==> config.mk <==
export PLATFORM = sky130hd
export DESIGN_NAME = controller_event_qualifier
export DESIGN_NICKNAME = d
export VERILOG_FILES = /design/src/sv/cevq_pkg.sv /design/src/sv/controller_event_qualifier.sv /design/src/sv/cevq_front.sv /design/src/sv/cevq_fifo.sv /design/src/sv/cevq_back.sv
export SDC_FILE = /design/constraint.sdc
export NUM_CORES = 1
export LEC_CHECK = 0
export BUFFER_PORTS_ARGS = -buffer_cell sky130_fd_sc_hd__buf_2
export CORE_MARGIN = 3
export CORE_UTILIZATION = 45
export DETAILED_ROUTE_END_ITERATION = 16
export GPL_TIMING_DRIVEN = 1
export SLEW_MARGIN = 10
export SYNTH_ARGS = -nofsm -noshare
export SYNTH_HDL_FRONTEND = slang
export SYNTH_SLANG_ARGS = --single-unit
==> constraint.sdc <==
create_clock -name i_clk -period 19.3 [get_ports i_clk]
set_clock_uncertainty 0.15 [all_clocks]
set_input_delay 1.93 -clock i_clk [delete_from_list [all_inputs] [get_ports i_clk]]
set_output_delay 1.93 -clock i_clk [all_outputs]
set_load 0.02 [all_outputs]
==> src/sv/cevq_pkg.sv <==
`timescale 1ns / 1ps
`default_nettype none

package cevq_pkg;

    // event kinds
    localparam logic [2:0] EV_KEY_PRESS   = 3'd0;
    localparam logic [2:0] EV_KEY_RELEASE = 3'd1;
    localparam logic [2:0] EV_MOUSE_CLICK = 3'd2;
    localparam logic [2:0] EV_KBD_CLICK   = 3'd3;
    localparam logic [2:0] EV_KBD_MOVE    = 3'd4;
    localparam logic [2:0] EV_RECENTER    = 3'd5;

    // key codes
    localparam logic [2:0] KEY_RETURN = 3'd0;
    localparam logic [2:0] KEY_ESCAPE = 3'd1;
    localparam logic [2:0] KEY_F2     = 3'd2;
    localparam logic [2:0] KEY_UP     = 3'd3;
    localparam logic [2:0] KEY_DOWN   = 3'd4;
    localparam logic [2:0] KEY_LEFT   = 3'd5;
    localparam logic [2:0] KEY_RIGHT  = 3'd6;

    // keyboard move directions
    localparam logic [1:0] MV_UP    = 2'd0;
    localparam logic [1:0] MV_DOWN  = 2'd1;
    localparam logic [1:0] MV_LEFT  = 2'd2;
    localparam logic [1:0] MV_RIGHT = 2'd3;

    // held stick direction
    localparam logic [2:0] DIR_NONE  = 3'd0;
    localparam logic [2:0] DIR_UP    = 3'd1;
    localparam logic [2:0] DIR_DOWN  = 3'd2;
    localparam logic [2:0] DIR_LEFT  = 3'd3;
    localparam logic [2:0] DIR_RIGHT = 3'd4;

    // register indexes
    localparam logic [2:0] CFG_PRESS_LEVEL = 3'd0;
    localparam logic [2:0] CFG_HOLD_LEVEL  = 3'd1;
    localparam logic [2:0] CFG_REPEAT_MS   = 3'd2;
    localparam logic [2:0] CFG_LONG_MS     = 3'd3;
    localparam logic [2:0] CFG_TRIG_LEVEL  = 3'd4;

    localparam int MAX_EVENTS = 8;

    typedef struct packed {
        logic        we;
        logic [2:0]  index;
        logic [15:0] data;
    } t_cfg_wr;

    typedef struct packed {
        logic               kbd;
        logic               in_menu;
        logic               menu_btn;
        logic               b_btn;
        logic               a_btn;
        logic               y_btn;
        logic [14:0]        trig;
        logic signed [15:0] stick_y;
        logic signed [15:0] stick_x;
        logic [31:0]        now_ms;
    } t_item;

    typedef struct packed {
        logic [1:0] mv;
        logic [2:0] key;
        logic [2:0] kind;
    } t_event;

    typedef struct packed {
        logic [3:0]                  cnt;
        t_event [MAX_EVENTS-1:0]     ev;
    } t_frame;

    typedef struct packed {
        logic empty;
        logic full;
    } t_q_stat;

    function automatic t_event mk_event(logic [2:0] kind, logic [2:0] key, logic [1:0] mv);
        t_event e;
        e.kind = kind;
        e.key  = key;
        e.mv   = mv;
        return e;
    endfunction

    function automatic logic [2:0] dir_to_key(logic [2:0] d);
        logic [2:0] k;
        unique case (d)
            DIR_UP:    k = KEY_UP;
            DIR_DOWN:  k = KEY_DOWN;
            DIR_LEFT:  k = KEY_LEFT;
            DIR_RIGHT: k = KEY_RIGHT;
            default:   k = KEY_RETURN;
        endcase
        return k;
    endfunction

    function automatic logic [1:0] dir_to_move(logic [2:0] d);
        logic [1:0] m;
        unique case (d)
            DIR_UP:    m = MV_UP;
            DIR_DOWN:  m = MV_DOWN;
            DIR_LEFT:  m = MV_LEFT;
            DIR_RIGHT: m = MV_RIGHT;
            default:   m = MV_UP;
        endcase
        return m;
    endfunction

endpackage

`default_nettype wire

==> src/sv/controller_event_qualifier.sv <==
`timescale 1ns / 1ps
`default_nettype none

// path: a frame beat writes the frame queue, then the output register loads the first event
//   of that frame; a stalled output register can hold that load back
// throughput: one frame beat per cycle while the frame queue has room; events leave
//   one per cycle while the sink is ready, and a frame causes at most eight events
// frames that cause no event are absorbed in the accepting cycle
// reset: synchronous active low i_rst_n clears edge state, queue and output; registers
//   return to their default levels and intervals
module controller_event_qualifier #(
    parameter int FIFO_DEPTH = 2
) (
    input  wire logic        i_clk,
    input  wire logic        i_rst_n,
    // configuration write port
    input  wire logic        i_cfg_we,
    input  wire logic [2:0]  i_cfg_index,
    input  wire logic [15:0] i_cfg_wdata,
    // frame stream
    input  wire logic        i_s_axis_tvalid,
    output logic             o_s_axis_tready,
    // now_ms[31:0], left_stick_x[47:32], left_stick_y[63:48], right_trigger[78:64],
    // y_button[79], a_button[80], b_button[81], menu_button[82], in_menu[83],
    // keyboard_active[84], zero pad[87:85]
    input  wire logic [87:0] i_s_axis_tdata,
    // event stream
    output logic             o_m_axis_tvalid,
    input  wire logic        i_m_axis_tready,
    // key[2:0], move_dir[4:3], zero pad[7:5]
    output logic [7:0]       o_m_axis_tdata,
    // event_kind[2:0]
    output logic [2:0]       o_m_axis_tuser,
    output logic             o_m_axis_tlast
);
    import cevq_pkg::*;

    t_cfg_wr  cfg;
    t_item    item;
    t_frame   push_frame, head;
    t_q_stat  q_stat;
    t_event   out_ev;
    logic     push, pop;

    // unpack ports
    assign cfg.we    = i_cfg_we;
    assign cfg.index = i_cfg_index;
    assign cfg.data  = i_cfg_wdata;
    assign item      = i_s_axis_tdata[84:0];

    cevq_front u_front (
        .i_clk    (i_clk),
        .i_rst_n  (i_rst_n),
        .i_cfg    (cfg),
        .i_valid  (i_s_axis_tvalid),
        .o_ready  (o_s_axis_tready),
        .i_item   (item),
        .i_q_stat (q_stat),
        .o_push   (push),
        .o_frame  (push_frame)
    );

    cevq_fifo #(
        .DEPTH (FIFO_DEPTH)
    ) u_fifo (
        .i_clk   (i_clk),
        .i_rst_n (i_rst_n),
        .i_push  (push),
        .i_frame (push_frame),
        .i_pop   (pop),
        .o_head  (head),
        .o_stat  (q_stat)
    );

    cevq_back u_back (
        .i_clk    (i_clk),
        .i_rst_n  (i_rst_n),
        .i_head   (head),
        .i_q_stat (q_stat),
        .o_pop    (pop),
        .o_valid  (o_m_axis_tvalid),
        .i_ready  (i_m_axis_tready),
        .o_event  (out_ev),
        .o_last   (o_m_axis_tlast)
    );

    // pack event beat
    assign o_m_axis_tdata = {3'b000, out_ev.mv, out_ev.key};
    assign o_m_axis_tuser = out_ev.kind;

endmodule

`default_nettype wire

==> src/sv/cevq_front.sv <==
`timescale 1ns / 1ps
`default_nettype none

module cevq_front (
    input  wire logic             i_clk,
    input  wire logic             i_rst_n,
    input  wire cevq_pkg::t_cfg_wr i_cfg,
    input  wire logic             i_valid,
    output logic                  o_ready,
    input  wire cevq_pkg::t_item  i_item,
    input  wire cevq_pkg::t_q_stat i_q_stat,
    output logic                  o_push,
    output cevq_pkg::t_frame      o_frame
);
    import cevq_pkg::*;

    logic [14:0] r_press_level;
    logic [14:0] r_hold_level;
    logic [15:0] r_repeat_ms;
    logic [15:0] r_long_ms;
    logic [14:0] r_trig_level;

    logic        r_prev_y, r_prev_a, r_prev_b, r_prev_menu, r_prev_trig;
    logic [2:0]  r_stick_dir;
    logic [31:0] r_last_stick;
    logic [31:0] r_y_down;
    logic        r_y_recent;

    logic        n_prev_trig;
    logic [2:0]  n_stick_dir;
    logic [31:0] n_last_stick;
    logic [31:0] n_y_down;
    logic        n_y_recent;

    logic        accept;
    t_event [MAX_EVENTS-1:0] ev;
    logic [3:0]  n;

    logic               trig_on;
    logic               y_rise;
    logic signed [16:0] ax, ay, press, hold, held;
    logic [2:0]         dir;

    assign o_ready = !i_q_stat.full;
    assign accept  = i_valid && o_ready;

    // configuration registers
    always_ff @(posedge i_clk) begin
        if (!i_rst_n) begin
            r_press_level <= 15'd12288;
            r_hold_level  <= 15'd5734;
            r_repeat_ms   <= 16'd250;
            r_long_ms     <= 16'd1000;
            r_trig_level  <= 15'd8192;
        end else if (i_cfg.we) begin
            unique case (i_cfg.index)
                CFG_PRESS_LEVEL: r_press_level <= i_cfg.data[14:0];
                CFG_HOLD_LEVEL:  r_hold_level  <= i_cfg.data[14:0];
                CFG_REPEAT_MS:   r_repeat_ms   <= i_cfg.data;
                CFG_LONG_MS:     r_long_ms     <= i_cfg.data;
                CFG_TRIG_LEVEL:  r_trig_level  <= i_cfg.data[14:0];
                default: ;
            endcase
        end
    end

    // classify one frame into an ordered event list
    always_comb begin
        ev           = '0;
        n            = 4'd0;
        n_prev_trig  = r_prev_trig;
        n_stick_dir  = r_stick_dir;
        n_last_stick = r_last_stick;
        n_y_down     = r_y_down;
        n_y_recent   = r_y_recent;
        ax           = {i_item.stick_x[15], i_item.stick_x};
        ay           = {i_item.stick_y[15], i_item.stick_y};
        press        = {2'b00, r_press_level};
        hold         = {2'b00, r_hold_level};
        trig_on      = i_item.trig > r_trig_level;
        y_rise       = i_item.y_btn && !r_prev_y;
        held         = '0;
        dir          = r_stick_dir;

        // trigger click
        if (i_item.in_menu) begin
            if (trig_on && !r_prev_trig) begin
                ev[n[2:0]] = mk_event(i_item.kbd ? EV_KBD_CLICK : EV_MOUSE_CLICK,
                                      KEY_RETURN, MV_UP);
                n = n + 4'd1;
            end
            n_prev_trig = trig_on;
        end

        // y long press and short press
        if (y_rise) begin
            n_y_down   = i_item.now_ms;
            n_y_recent = 1'b0;
        end
        if (i_item.y_btn && !n_y_recent && (i_item.now_ms - n_y_down) > {16'd0, r_long_ms})
        begin
            ev[n[2:0]] = mk_event(EV_RECENTER, KEY_RETURN, MV_UP);
            n = n + 4'd1;
            n_y_recent = 1'b1;
        end
        if (!i_item.y_btn && r_prev_y && !r_y_recent) begin
            ev[n[2:0]] = mk_event(EV_KEY_PRESS, KEY_F2, MV_UP);
            n = n + 4'd1;
            ev[n[2:0]] = mk_event(EV_KEY_RELEASE, KEY_F2, MV_UP);
            n = n + 4'd1;
        end

        // button edges
        if (i_item.a_btn && !r_prev_a) begin
            ev[n[2:0]] = mk_event(EV_KEY_PRESS, KEY_RETURN, MV_UP);
            n = n + 4'd1;
        end
        if (!i_item.a_btn && r_prev_a) begin
            ev[n[2:0]] = mk_event(EV_KEY_RELEASE, KEY_RETURN, MV_UP);
            n = n + 4'd1;
        end
        if (i_item.b_btn && !r_prev_b) begin
            ev[n[2:0]] = mk_event(EV_KEY_PRESS, KEY_ESCAPE, MV_UP);
            n = n + 4'd1;
        end
        if (!i_item.b_btn && r_prev_b) begin
            ev[n[2:0]] = mk_event(EV_KEY_RELEASE, KEY_ESCAPE, MV_UP);
            n = n + 4'd1;
        end
        if (i_item.menu_btn && !r_prev_menu) begin
            ev[n[2:0]] = mk_event(EV_KEY_PRESS, KEY_ESCAPE, MV_UP);
            n = n + 4'd1;
        end
        if (!i_item.menu_btn && r_prev_menu) begin
            ev[n[2:0]] = mk_event(EV_KEY_RELEASE, KEY_ESCAPE, MV_UP);
            n = n + 4'd1;
        end

        // stick qualification with hysteresis and repeat interval
        if (i_item.in_menu) begin
            unique case (r_stick_dir)
                DIR_UP:    held = ay;
                DIR_DOWN:  held = -ay;
                DIR_LEFT:  held = -ax;
                DIR_RIGHT: held = ax;
                default:   held = '0;
            endcase
            if (r_stick_dir != DIR_NONE && held < hold) begin
                dir = DIR_NONE;
            end
            if (dir == DIR_NONE && (i_item.now_ms - r_last_stick) > {16'd0, r_repeat_ms})
            begin
                if (ay > press)       dir = DIR_UP;
                else if (ay < -press) dir = DIR_DOWN;
                else if (ax > press)  dir = DIR_RIGHT;
                else if (ax < -press) dir = DIR_LEFT;
                if (dir != DIR_NONE) n_last_stick = i_item.now_ms;
            end
            if (dir != r_stick_dir) begin
                if (i_item.kbd) begin
                    if (dir != DIR_NONE) begin
                        ev[n[2:0]] = mk_event(EV_KBD_MOVE, KEY_RETURN, dir_to_move(dir));
                        n = n + 4'd1;
                    end
                end else begin
                    if (r_stick_dir != DIR_NONE) begin
                        ev[n[2:0]] = mk_event(EV_KEY_RELEASE, dir_to_key(r_stick_dir), MV_UP);
                        n = n + 4'd1;
                    end
                    if (dir != DIR_NONE) begin
                        ev[n[2:0]] = mk_event(EV_KEY_PRESS, dir_to_key(dir), MV_UP);
                        n = n + 4'd1;
                    end
                end
                n_stick_dir = dir;
            end
        end
    end

    assign o_frame.ev  = ev;
    assign o_frame.cnt = n;
    assign o_push      = accept && (n != 4'd0);

    // frame state
    always_ff @(posedge i_clk) begin
        if (!i_rst_n) begin
            r_prev_y     <= 1'b0;
            r_prev_a     <= 1'b0;
            r_prev_b     <= 1'b0;
            r_prev_menu  <= 1'b0;
            r_prev_trig  <= 1'b0;
            r_stick_dir  <= DIR_NONE;
            r_last_stick <= '0;
            r_y_down     <= '0;
            r_y_recent   <= 1'b0;
        end else if (accept) begin
            r_prev_y     <= i_item.y_btn;
            r_prev_a     <= i_item.a_btn;
            r_prev_b     <= i_item.b_btn;
            r_prev_menu  <= i_item.menu_btn;
            r_prev_trig  <= n_prev_trig;
            r_stick_dir  <= n_stick_dir;
            r_last_stick <= n_last_stick;
            r_y_down     <= n_y_down;
            r_y_recent   <= n_y_recent;
        end
    end

endmodule

`default_nettype wire

==> src/sv/cevq_fifo.sv <==
`timescale 1ns / 1ps
`default_nettype none

module cevq_fifo #(
    parameter int DEPTH = 2
) (
    input  wire logic              i_clk,
    input  wire logic              i_rst_n,
    input  wire logic              i_push,
    input  wire cevq_pkg::t_frame  i_frame,
    input  wire logic              i_pop,
    output cevq_pkg::t_frame       o_head,
    output cevq_pkg::t_q_stat      o_stat
);
    import cevq_pkg::*;

    localparam int AW = (DEPTH > 1) ? $clog2(DEPTH) : 1;
    localparam int CW = $clog2(DEPTH + 1);

    t_frame        r_mem [DEPTH];
    logic [AW-1:0] r_wr, r_rd;
    logic [CW-1:0] r_cnt;

    // storage
    always_ff @(posedge i_clk) begin
        if (i_push) begin
            r_mem[r_wr] <= i_frame;
        end
    end

    // pointers and fill level
    always_ff @(posedge i_clk) begin
        if (!i_rst_n) begin
            r_wr  <= '0;
            r_rd  <= '0;
            r_cnt <= '0;
        end else begin
            if (i_push) r_wr <= (r_wr == AW'(DEPTH - 1)) ? '0 : r_wr + AW'(1);
            if (i_pop)  r_rd <= (r_rd == AW'(DEPTH - 1)) ? '0 : r_rd + AW'(1);
            if (i_push && !i_pop)      r_cnt <= r_cnt + CW'(1);
            else if (!i_push && i_pop) r_cnt <= r_cnt - CW'(1);
        end
    end

    assign o_head       = r_mem[r_rd];
    assign o_stat.empty = (r_cnt == '0);
    assign o_stat.full  = (r_cnt == CW'(DEPTH));

`ifndef ASSERT_OFF
    a_no_overflow: assert property (@(posedge i_clk) disable iff (!i_rst_n)
        i_push |-> !o_stat.full)
        else $error("frame queue overflow");
    a_no_underflow: assert property (@(posedge i_clk) disable iff (!i_rst_n)
        i_pop |-> !o_stat.empty)
        else $error("frame queue underflow");
    a_cnt_range: assert property (@(posedge i_clk) disable iff (!i_rst_n)
        r_cnt <= CW'(DEPTH))
        else $error("frame queue count out of range");
`endif

endmodule

`default_nettype wire

==> src/sv/cevq_back.sv <==
`timescale 1ns / 1ps
`default_nettype none

module cevq_back (
    input  wire logic              i_clk,
    input  wire logic              i_rst_n,
    input  wire cevq_pkg::t_frame  i_head,
    input  wire cevq_pkg::t_q_stat i_q_stat,
    output logic                   o_pop,
    output logic                   o_valid,
    input  wire logic              i_ready,
    output cevq_pkg::t_event       o_event,
    output logic                   o_last
);
    import cevq_pkg::*;

    logic [2:0] r_idx;
    logic       r_vld;
    t_event     r_ev;
    logic       r_last;

    logic       load;
    logic       is_last;

    assign load    = !i_q_stat.empty && (!r_vld || i_ready);
    assign is_last = ({1'b0, r_idx} + 4'd1) == i_head.cnt;
    assign o_pop   = load && is_last;

    // walk the events of the head frame
    always_ff @(posedge i_clk) begin
        if (!i_rst_n) begin
            r_idx <= '0;
        end else if (load) begin
            r_idx <= is_last ? 3'd0 : r_idx + 3'd1;
        end
    end

    // output register
    always_ff @(posedge i_clk) begin
        if (!i_rst_n) begin
            r_vld <= 1'b0;
        end else if (load) begin
            r_vld <= 1'b1;
        end else if (i_ready) begin
            r_vld <= 1'b0;
        end
    end

    always_ff @(posedge i_clk) begin
        if (load) begin
            r_ev   <= i_head.ev[r_idx];
            r_last <= is_last;
        end
    end

    assign o_valid = r_vld;
    assign o_event = r_ev;
    assign o_last  = r_last;

`ifndef ASSERT_OFF
    a_head_nonzero: assert property (@(posedge i_clk) disable iff (!i_rst_n)
        !i_q_stat.empty |-> (i_head.cnt != 4'd0))
        else $error("queued frame holds no events");
    a_idx_in_frame: assert property (@(posedge i_clk) disable iff (!i_rst_n)
        !i_q_stat.empty |-> ({1'b0, r_idx} < i_head.cnt))
        else $error("event index past end of frame");
    a_idx_zero_idle: assert property (@(posedge i_clk) disable iff (!i_rst_n)
        i_q_stat.empty |-> (r_idx == 3'd0))
        else $error("event index not cleared between frames");
`endif

endmodule

`default_nettype wire

==> flow_summary_export.csv <==
group,metric,value,unit
clocking,path_clk_slew,0.06,ns
pwr,vdd_drop_max,0.0570,mV
timing,rsz0062_at_grt,"false",
setup_path,ff2ff_setup_slack,2.93,ns
clocking,worstSkewPairLatency,0.56,ns
setup_path,cpMostUsedCell,"ha_1",
drt,drt_iter0_drc,1510,
clocking,cts.path.max_buffers,3,
outcome,outcome,"finished clean",
clocking,tritoncts,"yes",
setup_path,reg2reg_depth,62,
pwr,power.share.switching,38.5,%
yosys,ys.flop_type,"dfxtp_1",
yosys,ys_ff_latch,290,
setup_path,path_max_fanout,32,
setup_path,crit_required,19.38,ns
grt,grt_pass1_vias,19400,
pwr,seqPwrFrac,31.9,%
clocking,cts_sinks,290,
pwr,clockPowerShare,27.6,%
placed_design,portBuffers,119,
yosys,yosysWarnings,0,
worst_hold_path,hold_depth,2,
timing,final-hold-violation-count,0,
clocking,cts-buffers-inserted,37,
clocking,cts_max_level,2,
pwr,p_int,1.60,mW
yosys,seq_area_frac_synth,31.4,%
yosys,synth_xor_area_share,4.41,%
timing,relSlewSlack,17.4,%
placed_design,finalWeightedCongestion,0.942,
clocking,post_cts_buffers,0,
yosys,synthAdderAreaFrac,11.0,%
yosys,yosys.area_share.simple,20.3,%
worst_hold_path,hold_class,"register to register",
pwr,p_comb_share,40.5,%
setup_path,critPathLaunchType,"primary input",
flow_run,drv_cap,0,
timing,tns,0,ns
die,pin_count,126,
drt,drc,0,
grt,antenna_found_initial,0,
timing,setup_viol,0,
timing,period_share,90.2,%
die,rows,81,
yosys,synth_mux_area_share,5.07,%
timing,fmax,0.0575,GHz
drt,via_per_inst,5.88,
drt,wl,67.7,mm
setup_path,crit_slowest_cell,"a2111oi_0",
drt,first_pass_iters,7,
yosys,synth.distinct_cells,107,
pwr,switchingPower,998,uW
setup_path,path_class,"primary input to register",
clocking,ctsHoldBuffers,0,
finish,layout_commonest_cell,"nand2_1",
grt,grt-ovfl-total,0,
grt,grt_start_max_net_pins,128,
yosys,syn_inst,2728,
timing,slew_violations,0,
die,start_util,45.9,%
yosys,synth_top_family_by_area,"compound AO/OA/AOI/OAI gates",
finish,nNetsFinal,3098,
placed_design,dp_hpwl,51.3,mm
die,die_h,230,microns
clocking,cts_resized,0,
finish,fin_util,50.8,%
setup_path,reg2reg_from,"u_front.r_prev_y",
finish,drive_gt1_share,10.3,%
grt,grt_pass1_wl,108,mm
die,dieArea,0.0531,sq mm
pwr,total_power,2.59,mW
pwr,p_leak,9.41,nW
yosys,syn_area_per_cell,8.31,sq um
drt,antenna_left,0,
pwr,pwr_density_cell,103,mW/mm^2
setup_path,r2r-end,"u_fifo.r_mem[0][40]",
worst_hold_path,hold_path_end,"u_front.r_y_down[21]",
finish,area_growth,10.7,%
setup_path,max_stage_delay,0.75,ns
yosys,synth.cell_area,0.0227,sq mm
setup_path,arrival,17.48,ns
die,coreArea,0.0494,sq mm
setup_path,cp-end-kind,"register",
grt,grt_use_total,25.1,%
finish,diodes,0,
timing,min_period,17.40,ns
clocking,root_buffer,"clkbuf_16",
yosys,synth_edf_count,131,
die,die_x,230,microns
worst_hold_path,worstHoldStart,"u_front.r_y_down[21]",
timing,tightest_slew,1.24,ns
yosys,async_reset_ff_share,0,%
drt,via_count,20500,
finish,layout_common_cells,"455 x nand2_1, 196 x ha_1, 180 x nor2_1, 158 x dfxtp_1, 157 x inv_1",
yosys,synth_compound_area_share,22.8,%
drt,wl_per_cell,19.4,microns
[worst max-delay path, delay by kind of cell]
kind                       cells  cell delay, ns
buffers and inverters          8            2.11
adders and majority gates     11            3.34
muxes                          1            0.31
and+or+nand+nor               19            4.10
AOI/OAI and AO/OA             22            5.32
xor gates and xnor gates       2            0.29
[area by class of cell]
class | instances | area (sq um)
Timing Repair Buffer | 143 | 791
Fill cell | 4856 | 24300
Clock buffer | 50 | 1010
Sequential cell | 290 | 7120
Tap cell | 664 | 831
Multi-Input combinational cell | 2157 | 14500
Inverter | 160 | 601
Clock inverter | 17 | 256
[worst max path at each step]
stage               cells after the start                from             endpoint  slack [ns]
CTS                                    63  i_s_axis_tdata[79]  u_fifo.r_mem[0][45]        1.93
finish                                 63  i_s_axis_tdata[79]  u_fifo.r_mem[0][40]        1.90
global placement                       63  i_s_axis_tdata[79]  u_fifo.r_mem[0][45]        1.59
detailed placement                     63  i_s_axis_tdata[79]   u_fifo.r_mem[0][2]        1.38
floorplan                              69  i_s_axis_tdata[79]   u_fifo.r_mem[0][0]        1.19
global route                           63  i_s_axis_tdata[79]  u_fifo.r_mem[0][32]        0.66
[synthesized netlist by cell type (all sizes together), types with 6 or more instances]
library cell	count	area, sq um
o21ai	136	684
nor2b	37	231
a2111oi	11	109
o21a	39	293
nor4b	6	58.8
nor3	78	405
a221oi	12	105
o211ai	42	315
nand3b	6	45.0
o21bai	6	45.0
nor2	182	686
a21oi	129	657
mux4	14	315
nand3	60	300
nor3b	6	45.0
xor2	31	287
buf	26	140
ha	196	2450
mux2i	63	631
or2	8	50.1
o22ai	33	206
and2	16	100
inv	157	589
a31oi	26	169
nand4	43	269
and3	12	75.1
clkbuf	98	368
a211o	7	61.3
or4	6	52.6
a32oi	11	96.3
edfxtp	131	3930
a22oi	34	260
nor4	22	165
mux2	18	203
a21boi	135	1020
o31ai	12	95.1
dfxtp	159	3180
nand2b	36	225
xnor2	75	691
a21o	40	300
or3	13	86.3
nand2	456	1710
a211oi	19	158
[flip-flops by register name, indices dropped and copies added, names as in the netlist, 2 cells and up, named ones only]
signal                 cells
u_front.r_trig_level      15
u_front.r_y_down          32
u_front.r_last_stick      32
u_front.r_stick_dir        3
u_front.r_repeat_ms       16
u_back.r_idx               3
u_back.o_event             8
u_front.r_long_ms         16
u_fifo.r_cnt               2
u_front.r_press_level     15
u_front.r_hold_level      15
u_fifo.r_mem             122
[stage by stage]
| stage | area, sq um | hold WS (ns) | std cells | setup slack (ns) |
|---|---|---|---|---|
| 3_5_place_dp | 23800 | 0.308 | 3414 | 1.38 |
| 6_report | 25100 | 0.312 | 3481 | 1.90 |
| 5_1_grt | 25100 | 0.338 | 3481 | 0.655 |
| 4_1_cts | 25100 | 0.317 | 3481 | 1.93 |
| 2_1_floorplan | 22700 | 0.293 | 2731 | 1.19 |
| 3_3_place_gp | 23800 | 0.301 | 3414 | 1.59 |
[per-layer routing]
| layer | global-route usage, % | share of wire [%] |
|---|---|---|
| met1 | 35.3 | 47 |
| met2 | 42.0 | 47 |
| met3 | 2.58 | 4.5 |
| met4 | 4.77 | 1.7 |
| met5 | 0 | 0 |
[power by group through the flow]
stage	Sequential (mW)	Combinational [mW]	Clock [mW]
floorplan	0.846	0.741	0
global placement	0.834	1.02	0
detailed placement	0.839	1.04	0
CTS	0.827	1.04	0.735
global route	0.837	1.16	0.761
finish	0.826	1.05	0.716
[cell families (layout without fill, tap and decap cells)]
family,Yosys count,count (layout)
other,2,5
adders and majority gates,200,200
buffers and inverters,284,370
DFF,290,290
xor gates and xnor gates,107,107
and+or+nand+nor,996,996
muxes,95,95
AOI/OAI and AO/OA,754,754
Note: power is estimated with default switching activity, not from simulation.
